==> config.mk <==
export PLATFORM = sky130hd
export DESIGN_NAME = servo_gait_sequencer
export DESIGN_NICKNAME = d
export VERILOG_FILES = /design/src/sv/sgs_pkg.sv /design/src/sv/servo_gait_sequencer.sv
export VERILOG_INCLUDE_DIRS = /design/src /design/src/sv
export SDC_FILE = /design/constraint.sdc
export NUM_CORES = 1
export LEC_CHECK = 0
export BUFFER_PORTS_ARGS = -buffer_cell sky130_fd_sc_hd__clkbuf_2
export CAP_MARGIN = 30
export CELL_PAD_IN_SITES_DETAIL_PLACEMENT = 1
export CELL_PAD_IN_SITES_GLOBAL_PLACEMENT = 1
export CORE_MARGIN = 5
export CORE_UTILIZATION = 40
export DETAILED_ROUTE_END_ITERATION = 10
export PLACE_DENSITY = 0.84
export SYNTH_ARGS = -nofsm -noshare
export SYNTH_HDL_FRONTEND = slang
export SYNTH_SLANG_ARGS = --single-unit
==> constraint.sdc <==
create_clock -name clk -period 8.9 [get_ports clk]
set_input_delay 0.89 -clock clk [delete_from_list [all_inputs] [get_ports clk]]
set_output_delay 0.89 -clock clk [all_outputs]
set_load 0.03 [all_outputs]
==> src/sv/servo_gait_sequencer_defines.svh <==
// Assertion macros shared by the servo gait sequencer RTL.
`ifndef SERVO_GAIT_SEQUENCER_DEFINES_SVH
`define SERVO_GAIT_SEQUENCER_DEFINES_SVH
// Asserts that an implication holds on every clock edge outside reset.
`define SGS_ASSERT(lbl, ante, cons) \
  lbl: assert property (@(posedge clk) disable iff (!rst_n) (ante) |-> (cons)) \
    else $error("assertion failed");
// Asserts that the consequence holds in the cycle after the antecedent.
`define SGS_ASSERT_NEXT(lbl, ante, cons) \
  lbl: assert property (@(posedge clk) disable iff (!rst_n) (ante) |=> (cons)) \
    else $error("assertion failed");
`endif

==> src/sv/sgs_pkg.sv <==
// Package with the state codes, tables and pulse conversion of the gait sequencer.
package sgs_pkg;
  localparam int unsigned SERVO_COUNT = 8;
  localparam int unsigned PHASE_COUNT = 4;
  localparam logic [17:0] HOLD_TIMEOUT_MS = 18'd180000;
  localparam logic [17:0] ELAPSED_LIMIT = 18'd262143;
  localparam logic [4:0] POSE_CODE = 5'd31;

  localparam logic [2:0] OP_TICK = 3'd0;
  localparam logic [2:0] OP_WALK = 3'd1;
  localparam logic [2:0] OP_POSE = 3'd2;
  localparam logic [2:0] OP_LEG  = 3'd3;
  localparam logic [2:0] OP_INIT = 3'd4;

  localparam logic [2:0] M_OFF     = 3'd0;
  localparam logic [2:0] M_NEUTRAL = 3'd1;
  localparam logic [2:0] M_NORMAL  = 3'd2;
  localparam logic [2:0] M_REP0    = 3'd3;
  localparam logic [2:0] M_POSE    = 3'd7;

  localparam logic [2:0] ADDR_STEP_DELAY = 3'd0;

  typedef logic [2:0] cls_t;
  typedef cls_t [SERVO_COUNT-1:0] cls_vec_t;

  function automatic logic [2:0] chan_of(input logic [2:0] slot);
    logic [2:0] r;
    case (slot)
      3'd0: r = 3'd1;
      3'd1: r = 3'd0;
      3'd2: r = 3'd5;
      3'd3: r = 3'd4;
      3'd4: r = 3'd3;
      3'd5: r = 3'd2;
      3'd6: r = 3'd7;
      default: r = 3'd6;
    endcase
    return r;
  endfunction

  function automatic logic [7:0] angle_of(input cls_t c, input logic [2:0] s);
    logic [7:0] r;
    r = 8'd0;
    case (c)
      3'd1: case (s)
        3'd0: r = 8'd70; 3'd1: r = 8'd85; 3'd2: r = 8'd68;
        default: r = 8'd90;
      endcase
      3'd2: case (s)
        3'd0: r = 8'd58; 3'd1: r = 8'd60; 3'd2: r = 8'd55; 3'd3: r = 8'd80;
        3'd4: r = 8'd105; 3'd5: r = 8'd110; 3'd6: r = 8'd103; default: r = 8'd90;
      endcase
      3'd3: case (s)
        3'd0: r = 8'd80; 3'd1: r = 8'd90; 3'd2: r = 8'd75; 3'd3: r = 8'd110;
        3'd7: r = 8'd60; default: r = 8'd80;
      endcase
      3'd4: case (s)
        3'd0: r = 8'd130; 3'd1: r = 8'd85; 3'd2: r = 8'd130; 3'd4: r = 8'd20;
        3'd6: r = 8'd20; default: r = 8'd90;
      endcase
      default: r = 8'd0;
    endcase
    return r;
  endfunction

  // Pulse for the table angles, 20 degrees up, else 0; a small table avoids a divider.
  function automatic logic [8:0] pulse_of(input logic [7:0] deg);
    logic [8:0] r;
    case (deg)
      8'd20:  r = 9'd200;
      8'd55:  r = 9'd263;
      8'd58:  r = 9'd269;
      8'd60:  r = 9'd272;
      8'd68:  r = 9'd287;
      8'd70:  r = 9'd290;
      8'd75:  r = 9'd300;
      8'd80:  r = 9'd309;
      8'd85:  r = 9'd318;
      8'd90:  r = 9'd327;
      8'd103: r = 9'd350;
      8'd105: r = 9'd354;
      8'd110: r = 9'd363;
      8'd130: r = 9'd400;
      default: r = 9'd0;
    endcase
    return r;
  endfunction

  function automatic cls_vec_t mk(input int a0, a1, a2, a3, a4, a5, a6, a7);
    cls_vec_t v;
    v[0] = 3'(a0); v[1] = 3'(a1); v[2] = 3'(a2); v[3] = 3'(a3);
    v[4] = 3'(a4); v[5] = 3'(a5); v[6] = 3'(a6); v[7] = 3'(a7);
    return v;
  endfunction

  function automatic cls_vec_t gait_tab(input logic [3:0] pat, input logic [1:0] ph);
    cls_vec_t v;
    v = mk(0,0,0,0,0,0,0,0);
    case (pat)
      4'd1: case (ph) 2'd0: v = mk(0,3,0,2,0,2,0,3); 2'd1: v = mk(3,0,2,0,2,0,3,0);
        2'd2: v = mk(0,2,0,3,0,3,0,2); default: v = mk(2,0,3,0,3,0,2,0); endcase
      4'd2: case (ph) 2'd0: v = mk(0,3,0,2,0,2,0,3); 2'd1: v = mk(2,0,3,0,3,0,2,0);
        2'd2: v = mk(0,2,0,3,0,3,0,2); default: v = mk(3,0,2,0,2,0,3,0); endcase
      4'd3: case (ph) 2'd0: v = mk(0,3,0,2,0,3,0,2); 2'd1: v = mk(2,0,3,0,3,0,2,0);
        2'd2: v = mk(0,2,0,3,0,2,0,3); default: v = mk(3,0,2,0,2,0,3,0); endcase
      4'd4: case (ph) 2'd0: v = mk(0,3,0,2,0,3,0,2); 2'd1: v = mk(3,0,2,0,2,0,3,0);
        2'd2: v = mk(0,2,0,3,0,2,0,3); default: v = mk(2,0,3,0,3,0,2,0); endcase
      4'd5: case (ph) 2'd0: v = mk(0,3,0,3,0,3,0,3); 2'd1: v = mk(2,0,3,0,3,0,2,0);
        2'd2: v = mk(0,2,0,2,0,2,0,2); default: v = mk(3,0,2,0,2,0,3,0); endcase
      4'd6: case (ph) 2'd0: v = mk(0,3,0,3,0,3,0,3); 2'd1: v = mk(3,0,2,0,2,0,3,0);
        2'd2: v = mk(0,2,0,2,0,2,0,2); default: v = mk(2,0,3,0,3,0,2,0); endcase
      4'd7:  if (ph == 2'd0) v = mk(2,0,2,0,2,0,2,0);
      4'd8:  if (ph == 2'd0) v = mk(4,0,4,0,4,0,4,0);
      4'd9:  if (ph == 2'd0) v = mk(2,0,4,0,2,0,4,0);
      4'd10: if (ph == 2'd0) v = mk(4,0,2,0,4,0,2,0);
      4'd11: if (ph == 2'd0) v = mk(2,0,2,0,4,0,4,0);
      4'd12: if (ph == 2'd0) v = mk(4,0,4,0,2,0,2,0);
      4'd13: v = ph[0] ? mk(2,0,4,0,2,0,4,0) : mk(2,0,2,0,2,0,2,0);
      4'd14: v = ph[0] ? mk(2,0,2,0,4,0,4,0) : mk(4,0,4,0,2,0,2,0);
      4'd15: v = ph[0] ? mk(4,0,4,0,4,0,4,0) : mk(2,0,2,0,2,0,2,0);
      default: v = mk(0,0,0,0,0,0,0,0);
    endcase
    return v;
  endfunction
endpackage

==> src/sv/servo_gait_sequencer.sv <==
// Top level of the servo gait sequencer: decode, state and a per-slot write sequencer.
// An item is accepted in S_IDLE and decided in S_DEC, the cycle after; then the eight servo
// slots are walked one per cycle unless out_stall holds the output, each write leaving
// through a single output register, and a closing step emits the no-write result when
// the item wrote nothing. The input is ready only in S_IDLE, which out_stall can delay.
// Pulse widths come from a constant table over the angles in use.
`include "servo_gait_sequencer_defines.svh"
module servo_gait_sequencer (
  input  logic       clk,
  input  logic       rst_n,
  input  logic       in_valid,
  output logic       in_stall,
  input  logic [2:0] in_opcode,
  input  logic [4:0] in_command,
  input  logic [2:0] in_leg_index,
  input  logic [2:0] in_level_0,
  input  logic [2:0] in_level_1,
  input  logic [2:0] in_level_2,
  input  logic [2:0] in_level_3,
  input  logic [2:0] in_level_4,
  input  logic [2:0] in_level_5,
  input  logic [2:0] in_level_6,
  input  logic [2:0] in_level_7,
  output logic       out_valid,
  input  logic       out_stall,
  output logic       out_write_valid,
  output logic [2:0] out_channel,
  output logic [8:0] out_pulse,
  output logic       out_led_on,
  output logic       out_servo_on,
  output logic       out_last,
  input  logic       cfg_psel,
  input  logic       cfg_penable,
  input  logic       cfg_pwrite,
  input  logic [2:0] cfg_paddr,
  input  logic [31:0] cfg_pwdata,
  output logic [31:0] cfg_prdata,
  output logic       cfg_pready
);
  import sgs_pkg::*;

  typedef enum logic [3:0] {
    S_IDLE = 4'b0001, S_DEC = 4'b0010, S_RUN = 4'b0100, S_FIN = 4'b1000
  } state_t;

  state_t     state_r;
  logic [15:0] step_delay_r;
  logic [2:0] mode_r;
  logic [3:0] pattern_r;
  logic [17:0] elapsed_r;
  logic [4:0] last_cmd_r;
  logic       blink_r;

  logic [2:0] op_r;
  logic [4:0] com_r;
  logic [2:0] leg_r;
  cls_vec_t   lvl_r;
  cls_vec_t   cls_r;
  logic       alloff_r;
  logic [2:0] slot_r;
  logic       any_r;

  logic       ov_r, owv_r, olast_r, oled_r, oson_r;
  logic [2:0] och_r;
  logic [8:0] opl_r;

  logic out_free;
  assign out_free = !ov_r || !out_stall;
  assign in_stall = (state_r != S_IDLE);
  assign cfg_pready = 1'b1;
  assign cfg_prdata = (cfg_paddr[2] == ADDR_STEP_DELAY[0]) ? {16'd0, step_delay_r} : 32'd0;

  assign out_valid = ov_r;
  assign out_write_valid = owv_r;
  assign out_channel = och_r;
  assign out_pulse = opl_r;
  assign out_led_on = oled_r;
  assign out_servo_on = oson_r;
  assign out_last = olast_r;

  cls_t       cur_cls;
  logic [7:0] cur_deg;
  logic [8:0] cur_pulse;
  logic       cur_wr;
  assign cur_cls = cls_r[slot_r];
  assign cur_deg = angle_of(cur_cls, slot_r);
  assign cur_pulse = pulse_of(cur_deg);
  assign cur_wr = alloff_r || (cur_cls != 3'd0 && cur_deg >= 8'd20);

  logic more_wr;
  always_comb begin
    more_wr = 1'b0;
    for (int j = 0; j < SERVO_COUNT; j++)
      if (3'(j) > slot_r && (alloff_r || cls_r[j] != 3'd0)) more_wr = 1'b1;
  end

  logic emit_wr, emit_none;
  assign emit_wr = (state_r == S_RUN) && out_free && cur_wr;
  assign emit_none = (state_r == S_FIN) && out_free && !any_r;

  logic [17:0] el_inc;
  logic [1:0]  nph;
  assign el_inc = (elapsed_r < ELAPSED_LIMIT) ? elapsed_r + 18'd1 : elapsed_r;
  assign nph = 2'(mode_r - M_REP0 + 3'd1);

  always_ff @(posedge clk) begin
    if (!rst_n) begin
      state_r <= S_IDLE; step_delay_r <= 16'd200; mode_r <= M_OFF; pattern_r <= 4'd0;
      elapsed_r <= 18'd0; last_cmd_r <= 5'd0; blink_r <= 1'b0; ov_r <= 1'b0;
    end else begin
      if (cfg_psel && cfg_penable && cfg_pwrite && cfg_paddr[2] == ADDR_STEP_DELAY[0])
        step_delay_r <= cfg_pwdata[15:0];
      ov_r <= emit_wr || emit_none || (ov_r && out_stall);
      unique case (state_r)
        S_IDLE: if (in_valid) begin
          op_r <= in_opcode; com_r <= in_command; leg_r <= in_leg_index;
          lvl_r <= {in_level_7, in_level_6, in_level_5, in_level_4,
                    in_level_3, in_level_2, in_level_1, in_level_0};
          state_r <= S_DEC;
        end
        S_DEC: begin
          state_r <= S_RUN; slot_r <= 3'd0; any_r <= 1'b0; alloff_r <= 1'b0;
          cls_r <= mk(0,0,0,0,0,0,0,0);
          case (op_r)
            OP_TICK: begin
              elapsed_r <= el_inc;
              if (mode_r == M_POSE || mode_r == M_NORMAL) begin
                if (el_inc >= HOLD_TIMEOUT_MS) begin
                  alloff_r <= 1'b1; blink_r <= 1'b0; mode_r <= M_OFF;
                  elapsed_r <= 18'd0; last_cmd_r <= 5'd0;
                end else blink_r <= el_inc[8];
              end else if (mode_r != M_OFF && el_inc >= {2'b0, step_delay_r}) begin
                if (mode_r == M_NEUTRAL) begin
                  alloff_r <= 1'b1; mode_r <= M_OFF; elapsed_r <= 18'd0;
                  last_cmd_r <= 5'd0;
                end else begin
                  cls_r <= gait_tab(pattern_r, nph); mode_r <= M_REP0 + {1'b0, nph};
                  elapsed_r <= 18'd0;
                end
              end
            end
            OP_WALK: if (com_r != last_cmd_r) begin
              last_cmd_r <= com_r;
              if (com_r == 5'd0) begin
                if (mode_r != M_NEUTRAL && mode_r != M_OFF) begin
                  cls_r <= mk(1,1,1,1,1,1,1,1); mode_r <= M_NEUTRAL; elapsed_r <= 18'd0;
                end
              end else if (com_r <= 5'd15) begin
                pattern_r <= com_r[3:0];
                cls_r <= gait_tab(com_r[3:0], 2'd0);
                mode_r <= (com_r >= 5'd7 && com_r <= 5'd12) ? M_NORMAL : M_REP0;
                elapsed_r <= 18'd0;
              end
            end
            OP_POSE: begin
              for (int i = 0; i < SERVO_COUNT; i++)
                cls_r[i] <= (lvl_r[i] <= 3'd4) ? lvl_r[i] : 3'd0;
              mode_r <= M_POSE; elapsed_r <= 18'd0; last_cmd_r <= POSE_CODE;
            end
            OP_LEG: if (!leg_r[2]) begin
              cls_r[{leg_r[1:0], 1'b0}] <= (lvl_r[0] <= 3'd4) ? lvl_r[0] : 3'd0;
              cls_r[{leg_r[1:0], 1'b1}] <= (lvl_r[1] <= 3'd4) ? lvl_r[1] : 3'd0;
              mode_r <= M_POSE; elapsed_r <= 18'd0; last_cmd_r <= POSE_CODE;
            end
            OP_INIT: begin
              cls_r <= mk(1,1,1,1,1,1,1,1); mode_r <= M_NEUTRAL; elapsed_r <= 18'd0;
            end
            default: ;
          endcase
        end
        S_RUN: if (out_free) begin
          if (cur_wr) begin
            owv_r <= 1'b1;
            och_r <= alloff_r ? slot_r : chan_of(slot_r);
            opl_r <= alloff_r ? 9'd0 : cur_pulse;
            oled_r <= blink_r; oson_r <= (mode_r != M_OFF);
            olast_r <= !more_wr; any_r <= 1'b1;
          end
          slot_r <= slot_r + 3'd1;
          if (slot_r == 3'(SERVO_COUNT - 1)) state_r <= S_FIN;
        end
        S_FIN: if (!any_r) begin
          if (out_free) begin
            owv_r <= 1'b0; och_r <= 3'd0; opl_r <= 9'd0; olast_r <= 1'b1;
            oled_r <= blink_r; oson_r <= (mode_r != M_OFF);
            state_r <= S_IDLE;
          end
        end else begin
          state_r <= S_IDLE;
        end
        default: state_r <= S_IDLE;
      endcase
    end
  end

  `SGS_ASSERT(a_stall_busy, state_r != S_IDLE, in_stall)
  `SGS_ASSERT(a_off_pulse, ov_r && owv_r && opl_r != 9'd0, opl_r >= 9'd200 && opl_r <= 9'd400)
  `SGS_ASSERT(a_none_last, ov_r && !owv_r, olast_r)
  `SGS_ASSERT_NEXT(a_take, in_valid && !in_stall, state_r == S_DEC)
  `SGS_ASSERT_NEXT(a_hold, ov_r && out_stall, ov_r && $stable(opl_r) && $stable(olast_r))
endmodule

==> out/metrics.yaml <==
status:
  outcome: "complete, no violations"
place:
  routabilityCongestion: 0.892
  io_buffers: 92
  dpl.hpwl_mm: 19.2
  dp_cells: 1311
  placed_area_um2: 9240
logic_synthesis:
  ys_types: 87
  yosysWarnings: 0
  synthArstFlopShare_pct: 0
  ys_ff_latch: 132
  yosysSeqAreaShare_pct: 39.6
  synth_cells: 998
  avgSynthCellArea_um2: 8.72
  synth_top_flop_cell: "edfxtp_1"
  synth_enable_flop_cells: 80
  syn_area_um2: 8700
timing:
  final-hold-violation-count: 0
  final-setup-viol-count: 0
  tns_ps: 0
  fin_crit_ps: 5090
  tightest_slew_ps: 1150
  skew_ps: 9.53
  post-route-period-util_pct: 57.2
  rsz0062_at_grt: "no"
  slew_viol_final: 0
  slew_headroom_pct: 22.5
  clock.fmax_mhz: 196
drt:
  first_iter_violations: 671
  drc: 0
  avgViaCountPerCell: 5.95
  ant_nets: 0
  route.vias.total: 8002
  drt_pass1_iterations: 8
  wl_mm: 26.6
  avgRoutedWirePerCell_um: 19.8
global_routing:
  grt_use_total_pct: 21.5
  grt_start_max_net_pins: 36
  grt_pass1_vias: 8022
  gr-total-overflow: 0
  grt_pass1_wl_mm: 42.7
  antenna_found_initial: 0
floorplan:
  die_area_um2: 24800
  start_util_pct: 40.2
  row_count: 54
  chipHeight_um: 157
  die_width_um: 157
  ios: 128
  core_area_um2: 21600
pwr:
  power_mw: 1.52
  p_leak_nw: 3.67
  pwr_density_cell_nw_per_um2: 154
  vdd.ir_drop.worst_uv: 112
layout:
  diodes: 0
  drive_gt1_share_pct: 15.6
  areaGrowthSynthToFinish_pct: 13.4
  final_nets: 1149
  utilization_pct: 45.7
  final_cells: 1344
  final_cell_mix: "nand2_1, nor2_1, clkbuf_2"
  stdcell_area_um2: 9870
  final_common_cell: "nand2_1"
critical_path:
  r2r-start: "elapsed_r[0]"
  cp-startpoint: "elapsed_r[0]"
  cp-start-kind: "register"
  cp-endpoint: "cls_r[10]"
  cp_max_fo: 9
  r2r_slack_ps: 3810
  crit_path_end_kind: "register"
  regToRegEndpoint: "cls_r[10]"
  required_ps: 9000
  cp.arrival_ps: 5190
  reg2reg_depth: 17
  criticalPathCategory: "register to register"
clocking:
  clkTransAtPathRegs_ps: 70
  cts_made_buffers: 17
  holdBufCountCts: 0
  cts.htree.levels: 4
  cts-root-buf: "clkbuf_16"
  ctsResizeCount: 0
  postCtsSetupBuffers: 0
  cts_tree: "yes"
  clk_path_buf_depth: 2
  insertion_delay_ps: 420
  cts.sinks: 132
min_path:
  hold_class: "register to register"
job:
  drv_cap: 0
-- power by group --
part	switching [mW]	leakage [nW]	total [mW]	internal, mW
clock	0.299	0.286	0.720	0.421
combinational	0.0808	2.22	0.120	0.0391
sequential	0.0193	1.16	0.683	0.664
total	0.400	3.67	1.52	1.12
-- layout make-up --
type / count / area (µm²)
clock buffers: 17 / 425
clock inverters: 15 / 174
fillers: 2546 / 11800
inverters: 38 / 143
multi-input cells: 760 / 4780
flip-flops and latches: 132 / 3440
well taps: 280 / 350
repair buffers: 102 / 556
-- logic make-up after synthesis --
| kind of cell | share of synthesized area, % |
|---|---|
| xor gates and xnor gates | 2.52 |
| and+or+nand+nor | 23.4 |
| DFF | 39.6 |
| AOI/OAI and AO/OA | 21.5 |
| buffers and inverters | 6.25 |
| other | 0.0863 |
| muxes | 3.65 |
| adders and majority gates | 3.02 |
-- stage by stage --
stage	hold slack, ps	worst slack (ps)
2_1_floorplan	408	4860
3_3_place_gp	444	4140
3_5_place_dp	449	3960
4_1_cts	462	3900
5_1_grt	474	3540
6_report	459	3810
-- sequential cells by signal (all words and copies together), names as in the netlist, 4 cells and up --
signal / cells
cls_r: 24
com_r: 5
elapsed_r: 18
last_cmd_r: 5
lvl_r: 24
out_pulse: 9
pattern_r: 4
state_r: 4
step_delay_r: 16
-- synthesized netlist by cell type, types with 5 or more instances --
cell type    n  area [µm²]
buf_4       19         143
nor2b_1     17         106
nor4_1       7        43.8
a2111oi_0    6        52.6
nand2b_1    14        87.6
o21ai_0     45         225
and3_1      16         100
mux4_2       6         135
a22oi_1      5        37.5
nand3_1     28         140
nand4_1     13        81.3
or3_1        9        56.3
a32o_1      12         120
nand3b_1    12        90.1
inv_1       38         143
a21oi_1     76         380
a31oi_1     13        81.3
o22ai_1      6        37.5
nor2_1      94         353
mux2i_1     10         100
xnor2_1     15         131
o31ai_1      6        45.0
nor3_1      38         190
clkbuf_1    55         206
o211ai_1    19         143
and2_1      19         119
a211oi_1     8        60.1
dfxtp_1     52        1040
o221ai_1     5        43.8
ha_1        21         263
xor2_1      10        87.6
a32oi_1      8        70.1
a221o_1      5        50.1
edfxtp_1    80        2400
nand2_1    114         428
-- worst max-delay path, cell delays in order (launching register included) --
cell       delay [ps]
dfxtp_1           470
ha_1              380
nand4_1           290
nor3_1            500
nand2_1           350
nand2_1           180
nor2_1             60
or2_2             300
ha_1              300
o21ai_0           170
a21oi_1            70
o41ai_1           350
a211o_1           200
and4_1            240
a2111oi_2          50
buf_4             190
a31oi_1           350
o311ai_0          300
-- layer usage --
layer | track usage, % | wire length [µm]
met1 | 28.5 | 11700
met2 | 36.1 | 12900
met3 | 4.04 | 1450
met4 | 5.69 | 518
met5 | 0 | 0
-- worst min-delay path by stage --
| stage | from | to | slack [ps] | cells past startpoint |
|---|---|---|---|---|
| 6_report | step_delay_r[15] | step_delay_r[15] | 460 | 2 |
| 5_1_grt | step_delay_r[14] | step_delay_r[14] | 470 | 2 |
| 4_1_cts | step_delay_r[15] | step_delay_r[15] | 460 | 2 |
| 3_5_place_dp | blink_r | out_led_on | 450 | 0 |
| 3_3_place_gp | step_delay_r[12] | step_delay_r[12] | 440 | 2 |
| 2_1_floorplan | blink_r | out_led_on | 410 | 0 |
No activity file was read; power rests on OpenSTA's default activity.
